==> src/rtl/core/bdq_pkg.sv <==
package bdq_pkg;

	// storage depth
	localparam int CAPACITY = 64;

	// fixed field widths
	localparam int CMD_W   = 3;
	localparam int VAL_W   = 32;
	localparam int POS_W   = 7;
	localparam int COUNT_W = 7;
	localparam int STAT_W  = 2;

	// derived widths
	localparam int IDX_W = (CAPACITY > 1) ? $clog2(CAPACITY) : 1;
	localparam int CNT_W = $clog2(CAPACITY + 1);
	localparam int CMP_W = (CNT_W > POS_W) ? CNT_W : POS_W;

	typedef enum logic [CMD_W-1:0] {
		CMD_PUSH_FRONT = 3'd0,
		CMD_PUSH_BACK  = 3'd1,
		CMD_INSERT     = 3'd2,
		CMD_POP_FRONT  = 3'd3,
		CMD_POP_BACK   = 3'd4
	} bdq_cmd_t;

	typedef enum logic [STAT_W-1:0] {
		ST_DONE  = 2'd0,
		ST_FULL  = 2'd1,
		ST_EMPTY = 2'd2
	} bdq_status_t;

	typedef struct packed {
		logic [CMD_W-1:0]        cmd;
		logic signed [VAL_W-1:0] value;
		logic [POS_W-1:0]        position;
	} bdq_req_t;

	typedef struct packed {
		logic signed [VAL_W-1:0] first_value;
		logic signed [VAL_W-1:0] last_value;
		logic [COUNT_W-1:0]      count;
		logic                    empty_res;
		logic [STAT_W-1:0]       status;
	} bdq_res_t;

	// per-cycle update applied to the storage cells
	typedef struct packed {
		logic                    ins;
		logic                    shl;
		logic [IDX_W-1:0]        idx;
		logic signed [VAL_W-1:0] value;
	} bdq_op_t;

	// command outcome heading to the result stage
	typedef struct packed {
		logic        valid;
		bdq_status_t status;
	} bdq_stat_t;

endpackage

==> src/rtl/core/bdq_cells.sv <==
module bdq_cells import bdq_pkg::*; (
	input  logic                    clk,
	input  bdq_op_t                 op,
	input  logic [IDX_W-1:0]        last_idx,
	output logic signed [VAL_W-1:0] first_value,
	output logic signed [VAL_W-1:0] last_value
);

	logic signed [VAL_W-1:0] cells_q [CAPACITY];

	for (genvar i = 0; i < CAPACITY; i++) begin : g_cell
		logic signed [VAL_W-1:0] from_lo;
		logic signed [VAL_W-1:0] from_hi;

		// neighbor toward the front
		if (i == 0) begin : g_lo_edge
			assign from_lo = op.value;
		end else begin : g_lo
			assign from_lo = cells_q[i-1];
		end

		// neighbor toward the back
		if (i == CAPACITY - 1) begin : g_hi_edge
			assign from_hi = cells_q[i];
		end else begin : g_hi
			assign from_hi = cells_q[i+1];
		end

		always_ff @(posedge clk) begin
			if (op.ins) begin
				if (IDX_W'(i) == op.idx) begin
					cells_q[i] <= op.value;
				end else if (IDX_W'(i) > op.idx) begin
					cells_q[i] <= from_lo;
				end
			end else if (op.shl) begin
				cells_q[i] <= from_hi;
			end
		end
	end

	assign first_value = cells_q[0];
	assign last_value  = cells_q[last_idx];

endmodule

==> config.mk <==
export PLATFORM = sky130hd
export DESIGN_NAME = bdq_cells
export DESIGN_NICKNAME = d
export VERILOG_FILES = /design/src/rtl/core/bdq_pkg.sv /design/src/rtl/core/bdq_cells.sv
export SDC_FILE = /design/constraint.sdc
export NUM_CORES = 2
export LEC_CHECK = 0
export ABC_AREA = 0
export ABC_CLOCK_PERIOD_IN_PS = 7000
export BUFFER_PORTS_ARGS = -buffer_cell sky130_fd_sc_hd__buf_2
export CAP_MARGIN = 20
export CELL_PAD_IN_SITES_DETAIL_PLACEMENT = 1
export CELL_PAD_IN_SITES_GLOBAL_PLACEMENT = 1
export CORE_ASPECT_RATIO = 0.5
export CORE_UTILIZATION = 54
export CTS_BUF_LIST = sky130_fd_sc_hd__clkbuf_4 sky130_fd_sc_hd__clkbuf_8
export CTS_CLUSTER_SIZE = 28
export DETAILED_ROUTE_END_ITERATION = 8
export HOLD_SLACK_MARGIN = 0.08
export PLACE_DENSITY = 0.81
export SYNTH_ARGS = -nofsm -noshare
export SYNTH_HDL_FRONTEND = slang
export SYNTH_SLANG_ARGS = --single-unit
==> constraint.sdc <==
create_clock -name clk -period 7 [get_ports clk]
set_input_delay 1.4 -clock clk [delete_from_list [all_inputs] [get_ports clk]]
set_output_delay 1.4 -clock clk [all_outputs]
set_load 0.02 [all_outputs]
==> metrics.md <==
| Metric | Value |
|---|---|
| Pwr/cell area | 251 nW/um2 |
| Post-placement cell count | 13000 |
| Final-report hold violation count | 0 |
| RR Endpoint | cells_q[15][14]$_DFFE_PP_ |
| Worst Tran Pin Value | 1.40 ns |
| Top reg by flops | cells_q |
| HPWL Detailed | 289 mm |
| Synth Cell Area | 121000 um2 |
| Gr usage total | 0.390 |
| Synth Area in Compound Gates | 0.108 |
| Adder-cell share of the synthesized area | 0 |
| # H-tree levels | 5 |
| Clock sink total | 2048 |
| Top cells by area, synth | edfxtp_1 (51%), mux2i_1 (17%), mux4_2 (8.3%), o21ai_0 (7.7%), nand2_1 (7.1%) |
| Vias in the first global route | 94600 |
| Register area share after synthesis | 0.509 |
| Final net count | 10400 |
| Hold Crit Start | cells_q[56][17]$_DFFE_PP_ |
| Psw | 10.2 mW |
| Comb pwr share | 0.175 |
| Post_cts resized | 0 |
| Primary FF master, synth | edfxtp_1 |
| Ys async rst share | 0 |
| Max Fclk | 0.150 GHz |
| Share of cells above drive strength 1 | 0.143 |
| Clk slew on worst S/H paths | 0.08 ns |
| Syn_area_per_cell | 11.3 um2 |
| Leak pwr | 49.8 nW |
| CTS Buf Count | 319 |
| Starting density of the core | 0.545 |
| Reg-to-reg setup timing slack | 5.53 ns |
| CP Data Required Time | 5.60 ns |
| Synth top cells by count | nand2_1 (2298), mux2i_1 (2099), edfxtp_1 (2048) |
| Crit end category | primary output |
| DRC | 0 |
| Row cnt | 122 |
| Crit. Startpoint | last_idx[1] |
| Avg Vias per Cell | 7.07 |
| Die width | 671 um |
| WP data arrival | 5.27 ns |
| Final min period | 6.67 ns |
| Area leader, netlist | edfxtp_1 |
| Final cell count without fillers | 13500 |
| Clock buffer depth | 4 |
| Post-Syn Instances | 10700 |
| Post-synthesis cell type count | 61 |
| Top Registers | cells_q: 2048 flops |
| GP Congestion | 0.929 |
| Area Growth Syn to Fin | 7.33% |
| CTS tree | built |
| Synth Area in Simple Gates | 0.0810 |
| Most frequent cell after synthesis | nand2_1 |
| Hold crit path type | reg -> reg |
| Minimum hold slack | 0.562 ns |
| Hold-fix buffers, CTS | 0 |
| Peak VDD IR | 144 uV |
| Worst-skew pair later-pin latency | 1.00 ns |
| Post-route clock skew | 0.0513 ns |
| Final setup TNS | 0 ns |
| Syn Nets | 10700 |
| Routed Antenna Nets | 0 |
| Core area | 222000 um2 |
| Worst Path Max Fanout | 56 |
| Clk network pwr share | 0.320 |
| First-pass GRT wire length | 655 mm |
| Max cap viols | 0 |
| Number of enable flip-flop cells after synthesis | 2048 |
| Setup bufs post-CTS | 0 |
| GRT overflow | 0 |
| Sw Ratio | 0.312 |
| Synth top area share | 0.509 |
| Combinational family with the most area after synthesis | multiplexers |
| Worst r2r src | cells_q[14][14]$_DFFE_PP_ |
| Number of synthesized register bits | 2048 |
| Fin. max-slew vios | 0 |
| Max_slew headroom | 0.0672 |
| Multiplexer area fraction after synthesis | 0.260 |
| Die Ht | 336 um |
| DR iter-0 viols | 15800 |
| Ys Warns | 0 |
| Detailed Routing Iterations Pass 1 | 5 |
| IO Port Bufs | 110 |
| Die area | 226000 um2 |
| Placed cell areas | 124000 um2 |
| Hold depth | 2 |
| Drt wl/cell | 33.3 um |
| Root buf cell | clkbuf_8 |
| Internal Power | 22.4 mW |
| Final Cycle Share | 0.953 |
| Reg2Reg Depth | 2 |
| Kind of critical path | in -> out |
| Reg power frac | 0.505 |
| Max reg flops | 2048 |
| Status | finished clean |
| Startpoint types | primary input |
| Hold EP | cells_q[55][17]$_DFFE_PP_ |
| Total number of vias | 95600 |
| Largest net degree at the start of global routing | 279 |
| Initial antenna violation count | 22 |
| Final setup viols | 0 |
| Routed WL | 451 mm |
| RSZ-0062 raised after global routing | false |
| # IOs | 111 |
| Xor/xnor share of the synthesized area | 0 |
| Fin area | 130000 um2 |
[worst max path at each step]
stage	end	slack (ns)	depth (start not counted)
floorplan	cells_q[16][0]$_DFFE_PP_	0.58	5
global placement	last_value[10]	0.44	9
detailed placement	last_value[10]	0.31	9
CTS	last_value[10]	0.31	9
global route	last_value[4]	0.34	8
finish	last_value[14]	0.33	9
[per-layer routing]
layer / vias up / routed length [um] / global-route usage / share of wire
li1: 39100 / - / - / -
met1: 48500 / 177000 / 0.548 / 0.39
met2: 6696 / 192000 / 0.568 / 0.42
met3: 1329 / 58800 / 0.104 / 0.13
met4: 18 / 23500 / 0.176 / 0.052
met5: - / 165 / 0 / 0.00037
[area by class of cell]
class,instances,area [um2]
Fill cell,22700,92200
Sequential cell,2048,61500
Multi-Input combinational cell,7504,55000
Clock buffer,445,5390
Tap cell,2976,3720
Timing Repair Buffer,425,3330
Clock inverter,107,582
Inverter,14,53.8
Antenna cell,14,35.0
[power by group through the flow]
stage	Clock, mW	Sequential, mW	Combinational [mW]
2_1_floorplan	0	16.0	3.62
3_3_place_gp	0	16.5	5.21
3_5_place_dp	0	16.6	5.47
4_1_cts	10.3	16.3	5.51
5_1_grt	10.8	16.5	5.92
6_report	10.4	16.4	5.69
[cell families (layout without fill, tap and decap cells)]
logic type | after synthesis | in the layout
multiplexers | 2580 | 2580
AO/OA/AOI/OAI | 2391 | 2391
AND/OR/NAND/NOR | 2533 | 2533
other | 0 | 14
buffers and inverters | 1118 | 991
flip-flops | 2048 | 2048
[stage by stage]
step | power, mW | setup WS, ns | util
final | 32.5 | 0.330 | 0.584
after global routing | 33.2 | 0.343 | 0.584
after CTS | 32.2 | 0.309 | 0.584
after detailed placement | 22.0 | 0.312 | 0.557
after global placement | 21.7 | 0.442 | 0.557
after floorplan | 19.6 | 0.581 | -
[cells in the final DEF, fill, tap and decap left out, drive strengths merged, types with 12 or more instances in the layout]
| master | synthesis | routed |
|---|---|---|
| a31oi | 87 | 87 |
| o221ai | 29 | 29 |
| edfxtp | 2048 | 2048 |
| diode | 0 | 14 |
| nand3 | 45 | 45 |
| a22oi | 147 | 147 |
| nand2b | 15 | 15 |
| a21o | 19 | 19 |
| mux4 | 445 | 445 |
| o21ai | 1925 | 1925 |
| buf | 495 | 423 |
| clkinv | 2 | 100 |
| a21oi | 56 | 56 |
| o22ai | 18 | 18 |
| clkbuf | 609 | 447 |
| nor2 | 103 | 103 |
| mux2 | 36 | 36 |
| a221oi | 33 | 33 |
| mux2i | 2099 | 2099 |
| inv | 12 | 12 |
| nor2b | 20 | 20 |
| o211ai | 14 | 14 |
| nand2 | 2302 | 2302 |
[worst max-delay path: stages]
cell	delay, ns
buf_8	0.63
buf_12	0.37
buf_4	0.25
mux4_2	0.36
a22o_1	0.25
a221oi_1	0.91
a221oi_1	0.47
o31a_1	0.29
buf_2	0.19
(Power assumes the default switching activity.)
