$ cat config.mk
export PLATFORM = sky130hd
export DESIGN_NAME = bdq_ctrl
export DESIGN_NICKNAME = d
export VERILOG_FILES = /design/src/rtl/core/bdq_pkg.sv /design/src/rtl/core/bdq_ctrl.sv
export SDC_FILE = /design/constraint.sdc
export NUM_CORES = 1
export LEC_CHECK = 0
export BUFFER_PORTS_ARGS = -buffer_cell sky130_fd_sc_hd__buf_2
export CAP_MARGIN = 15
export CORE_UTILIZATION = 50
export DETAILED_ROUTE_END_ITERATION = 12
export GPL_TIMING_DRIVEN = 0
export PLACE_DENSITY = 0.88
export SLEW_MARGIN = 5
export SYNTH_ARGS = -nofsm -noshare
export SYNTH_HDL_FRONTEND = slang
export SYNTH_SLANG_ARGS = --single-unit
$ cat constraint.sdc
create_clock -name clk -period 4.15 [get_ports clk]
set_clock_uncertainty 0.05 [all_clocks]
set_input_delay 0.83 -clock clk [delete_from_list [all_inputs] [get_ports clk]]
set_output_delay 0.83 -clock clk [all_outputs]
set_load 0.005 [all_outputs]
$ cat src/rtl/core/bdq_pkg.sv
package bdq_pkg;

	// storage depth
	localparam int CAPACITY = 64;

	// fixed field widths
	localparam int CMD_W   = 3;
	localparam int VAL_W   = 32;
	localparam int POS_W   = 7;
	localparam int COUNT_W = 7;
	localparam int STAT_W  = 2;

	// derived widths
	localparam int IDX_W = (CAPACITY > 1) ? $clog2(CAPACITY) : 1;
	localparam int CNT_W = $clog2(CAPACITY + 1);
	localparam int CMP_W = (CNT_W > POS_W) ? CNT_W : POS_W;

	typedef enum logic [CMD_W-1:0] {
		CMD_PUSH_FRONT = 3'd0,
		CMD_PUSH_BACK  = 3'd1,
		CMD_INSERT     = 3'd2,
		CMD_POP_FRONT  = 3'd3,
		CMD_POP_BACK   = 3'd4
	} bdq_cmd_t;

	typedef enum logic [STAT_W-1:0] {
		ST_DONE  = 2'd0,
		ST_FULL  = 2'd1,
		ST_EMPTY = 2'd2
	} bdq_status_t;

	typedef struct packed {
		logic [CMD_W-1:0]        cmd;
		logic signed [VAL_W-1:0] value;
		logic [POS_W-1:0]        position;
	} bdq_req_t;

	typedef struct packed {
		logic signed [VAL_W-1:0] first_value;
		logic signed [VAL_W-1:0] last_value;
		logic [COUNT_W-1:0]      count;
		logic                    empty_res;
		logic [STAT_W-1:0]       status;
	} bdq_res_t;

	// per-cycle update applied to the storage cells
	typedef struct packed {
		logic                    ins;
		logic                    shl;
		logic [IDX_W-1:0]        idx;
		logic signed [VAL_W-1:0] value;
	} bdq_op_t;

	// command outcome heading to the result stage
	typedef struct packed {
		logic        valid;
		bdq_status_t status;
	} bdq_stat_t;

endpackage

$ cat src/rtl/core/bdq_ctrl.sv
module bdq_ctrl import bdq_pkg::*; (
	input  logic             clk,
	input  logic             arst_n,
	input  logic             start,
	input  bdq_req_t         req,
	output bdq_op_t          op,
	output logic [CNT_W-1:0] count_q,
	output bdq_stat_t        stat_s2
);

	logic             valid_s1;
	bdq_req_t         req_s1;
	logic [CNT_W-1:0] count_d;
	bdq_status_t      status_d;
	logic             full;
	logic             empty;
	logic             pos_beyond;

	always_ff @(posedge clk or negedge arst_n) begin
		if (!arst_n) begin
			valid_s1 <= 1'b0;
		end else begin
			valid_s1 <= start;
		end
	end

	always_ff @(posedge clk) begin
		if (start) begin
			req_s1 <= req;
		end
	end

	assign full       = (count_q == CNT_W'(CAPACITY));
	assign empty      = (count_q == '0);
	assign pos_beyond = (CMP_W'(req_s1.position) >= CMP_W'(count_q));

	always_comb begin
		op.ins   = 1'b0;
		op.shl   = 1'b0;
		op.idx   = '0;
		op.value = req_s1.value;
		count_d  = count_q;
		status_d = ST_DONE;
		if (valid_s1) begin
			case (req_s1.cmd)
				CMD_PUSH_FRONT, CMD_PUSH_BACK, CMD_INSERT: begin
					if (full) begin
						status_d = ST_FULL;
					end else begin
						op.ins  = 1'b1;
						count_d = count_q + 1'b1;
						if (req_s1.cmd == CMD_PUSH_FRONT) begin
							op.idx = '0;
						end else if (req_s1.cmd == CMD_PUSH_BACK || pos_beyond) begin
							op.idx = count_q[IDX_W-1:0];
						end else begin
							op.idx = IDX_W'(req_s1.position);
						end
					end
				end
				CMD_POP_FRONT: begin
					if (empty) begin
						status_d = ST_EMPTY;
					end else begin
						op.shl  = 1'b1;
						count_d = count_q - 1'b1;
					end
				end
				CMD_POP_BACK: begin
					if (empty) begin
						status_d = ST_EMPTY;
					end else begin
						count_d = count_q - 1'b1;
					end
				end
				default: begin
					status_d = ST_DONE;
				end
			endcase
		end
	end

	always_ff @(posedge clk or negedge arst_n) begin
		if (!arst_n) begin
			count_q        <= '0;
			stat_s2.valid  <= 1'b0;
			stat_s2.status <= ST_DONE;
		end else begin
			count_q        <= count_d;
			stat_s2.valid  <= valid_s1;
			stat_s2.status <= status_d;
		end
	end

	// count stays within capacity
	a_count_bound: assert property (@(posedge clk) disable iff (!arst_n)
		count_q <= CNT_W'(CAPACITY))
		else $error("count above capacity");

	// insert and shift never in the same cycle
	a_op_excl: assert property (@(posedge clk) disable iff (!arst_n)
		!(op.ins && op.shl))
		else $error("insert and shift together");

	// an insert grows the count by one
	a_ins_count: assert property (@(posedge clk) disable iff (!arst_n)
		op.ins |=> count_q == $past(count_q) + 1'b1)
		else $error("insert did not grow count");

	// dropped push only when full
	a_full_stat: assert property (@(posedge clk) disable iff (!arst_n)
		(stat_s2.valid && stat_s2.status == ST_FULL) |-> count_q == CNT_W'(CAPACITY))
		else $error("full status with room left");

	// ignored pop only when empty
	a_empty_stat: assert property (@(posedge clk) disable iff (!arst_n)
		(stat_s2.valid && stat_s2.status == ST_EMPTY) |-> count_q == '0)
		else $error("empty status with values stored");

endmodule

==> flow_metrics.env <==
export IMPL_status="finished clean"
export IMPL_ys_seq_area_frac=0.605
export IMPL_critPathKind="register to output pin"
export IMPL_die_h_um=73.3
export IMPL_htree_levels=2
export IMPL_synth_distinct_cells=42
export IMPL_final_cell_mix="96 x buf_2, 42 x edfxtp_1, 32 x buf_4"
export IMPL_insertedDiodeCount=0
export IMPL_rr_worst_depth=9
export IMPL_clk_latency_ps=300
export IMPL_drt_pass1_iterations=4
export IMPL_power_leakage_uw=0.00150
export IMPL_die_x_um=73.3
export IMPL_rsz0062_at_grt="false"
export IMPL_start_util=0.527
export IMPL_tns_ps=0
export IMPL_placed_cell_area_mm2=0.00309
export IMPL_clockBufferDepth=2
export IMPL_worstPathMaxFanout=8
export IMPL_drive_gt1_frac=0.488
export IMPL_first_iter_violations=104
export IMPL_timing_fmax_ghz=0.288
export IMPL_grt_max_degree=44
export IMPL_area_delta_synth_final_pct=26.2
export IMPL_dp_hpwl_um=3600
export IMPL_gp_congestion=0.873
export IMPL_cts_made_buffers=5
export IMPL_cts_tree="built"
export IMPL_async_flop_share=0.208
export IMPL_grt_pass1_vias=1552
export IMPL_slew_headroom=0.383
export IMPL_syn_nets=251
export IMPL_grt_pass1_wl_um=7090
export IMPL_drcViolationCount=0
export IMPL_worstPathRequired_ps=3270
export IMPL_clock_sinks=53
export IMPL_post_cts_resize_count=0
export IMPL_synth_avg_cell_area_um2=13.2
export IMPL_yosysWarnings=0
export IMPL_via_per_inst=4.82
export IMPL_final_common_cell="buf_2"
export IMPL_yosys_most_used_dff="edfxtp_1"
export IMPL_end_kind="output pin"
export IMPL_num_nets_final=352
export IMPL_postCtsHoldBufs=0
export IMPL_min_period_over_period=0.836
export IMPL_hold_path_class="input pin to async pin"
export IMPL_setup_viol=0
export IMPL_cts_root_buf="clkbuf_8"
export IMPL_synth_cells=193
export IMPL_worst_pin_slew_ps=926
export IMPL_yosys_register_bits=53
export IMPL_fp_row_count=25
export IMPL_via_count=1746
export IMPL_drt_wl_total_um=4720
export IMPL_syn_area_mm2=0.00254
export IMPL_drv_slew=0
export IMPL_die_area_mm2=0.00537
export IMPL_grt_antenna_before_repair=0
export IMPL_wl_per_cell_um=13.0
export IMPL_cp_startpoint="count_q[6]$_DFFE_PN0P_"
export IMPL_finalCriticalPeriod_ps=3470
export IMPL_critPathArrivalTime_ps=2590
export IMPL_overflow=0
export IMPL_drv_cap=0
export IMPL_drtAntennaViolNets=0
export IMPL_r2r_start="req_s1[39]$_DFFE_PP_"
export IMPL_hold_viol_final=0
export IMPL_startpoint_type="register"
export IMPL_powerDensity_mw_per_mm2=501
export IMPL_synth_edf_count=42
export IMPL_core_mm2=0.00482
export IMPL_track_usage=0.177
export IMPL_vdd_drop_max_v=0.000296
export IMPL_path_clk_slew_ps=90
export IMPL_portBuffers=94
export IMPL_stdcell_area_mm2=0.00320
export IMPL_fill_cells=390
export IMPL_io_pins=95
export IMPL_post_cts_setup_buffers=0
cells by family (layout without fill, tap and decap cells):
family / Yosys count / count (layout) / synth area share
AOI/OAI and AO/OA: 25 / 25 / 0.0729
xor gates and xnor gates: 6 / 6 / 0.0237
adders and majority gates: 13 / 13 / 0.0670
buffers and inverters: 44 / 146 / 0.116
DFF: 53 / 53 / 0.605
muxes: 7 / 7 / 0.0281
and+or+nand+nor: 45 / 45 / 0.0867
final timing paths:
| check | end | slack [ps] |
|---|---|---|
| max in group asynchronous | valid_s1$_DFF_PN0_ | 3510 |
| max | op[37] | 680 |
| min | stat_s2[1]$_DFF_PN0_ | 330 |
| min reg2reg | stat_s2[2]$_DFF_PN0_ | 460 |
| max reg2reg | count_q[6]$_DFFE_PN0P_ | 1300 |
| min in group clk | stat_s2[2]$_DFF_PN0_ | 460 |
through the flow:
step / hold slack [ps] / instances / power, uW / setup slack [ps] / util
floorplan: 366 / 193 / 1090 / 1480 / -
global placement: 418 / 354 / 1240 / 1120 / 0.642
detailed placement: 435 / 354 / 1270 / 1160 / 0.642
CTS: 335 / 362 / 1610 / 720 / 0.665
global route: 341 / 362 / 1700 / 597 / 0.665
finish: 334 / 362 / 1600 / 681 / 0.665
critical path: stages, from the launching register on:
cell and delay [ps]:
dfrtp_1 450, inv_1 140, ha_1 330, nand2_1 100
nor2_1 50, a2111oi_0 360, o31a_1 200, buf_2 220
mux2i_1 300, buf_2 160
area by class of cell:
cell class                      instances  area, um^2  area share
Sequential cell                        53        1540       0.479
Multi-Input combinational cell         96         707       0.221
Timing Repair Buffer                   94         470       0.147
Buffer                                 35         262      0.0816
Tap cell                               67        83.8      0.0262
Clock buffer                            6        72.6      0.0226
Clock inverter                          2        38.8      0.0121
Inverter                                9        33.8      0.0105
power by group:
part	switching, uW	total (uW)	leakage (uW)	internal (uW)
registers	85.3	733	0.000545	647
logic	263	528	0.000896	265
clock network	162	343	0.0000554	181
total	510	1600	0.00150	1090
Yosys cell counts, drive strengths merged (2+ instances only):
library cell | number | area (um^2)
nor3 | 3 | 15.0
a21o | 2 | 15.0
a21oi | 6 | 37.5
a211oi | 2 | 15.0
xnor2 | 3 | 33.8
nand2 | 21 | 78.8
ha | 12 | 150
or2 | 3 | 18.8
nand2b | 3 | 18.8
xor2 | 3 | 26.3
mux2i | 6 | 60.1
o21ai | 3 | 15.0
edfxtp | 42 | 1260
and3 | 2 | 12.5
buf | 35 | 262
nor2 | 8 | 30.0
inv | 9 | 33.8
nor2b | 3 | 18.8
dfrtp | 11 | 275
state kept, by name, indices dropped and copies added, names as in the netlist:
register,flops
valid_s1,1
op,32
stat_s2,3
req_s1,10
count_q,7
metal layers:
| layer | global-route usage | wire length [um] |
|---|---|---|
| met3 | 0.0316 | 233 |
| met1 | 0.223 | 1880 |
| met4 | 0.0654 | 65 |
| met2 | 0.303 | 2540 |
| met5 | 0 | 0 |
No activity file was read; power rests on OpenSTA's default activity.
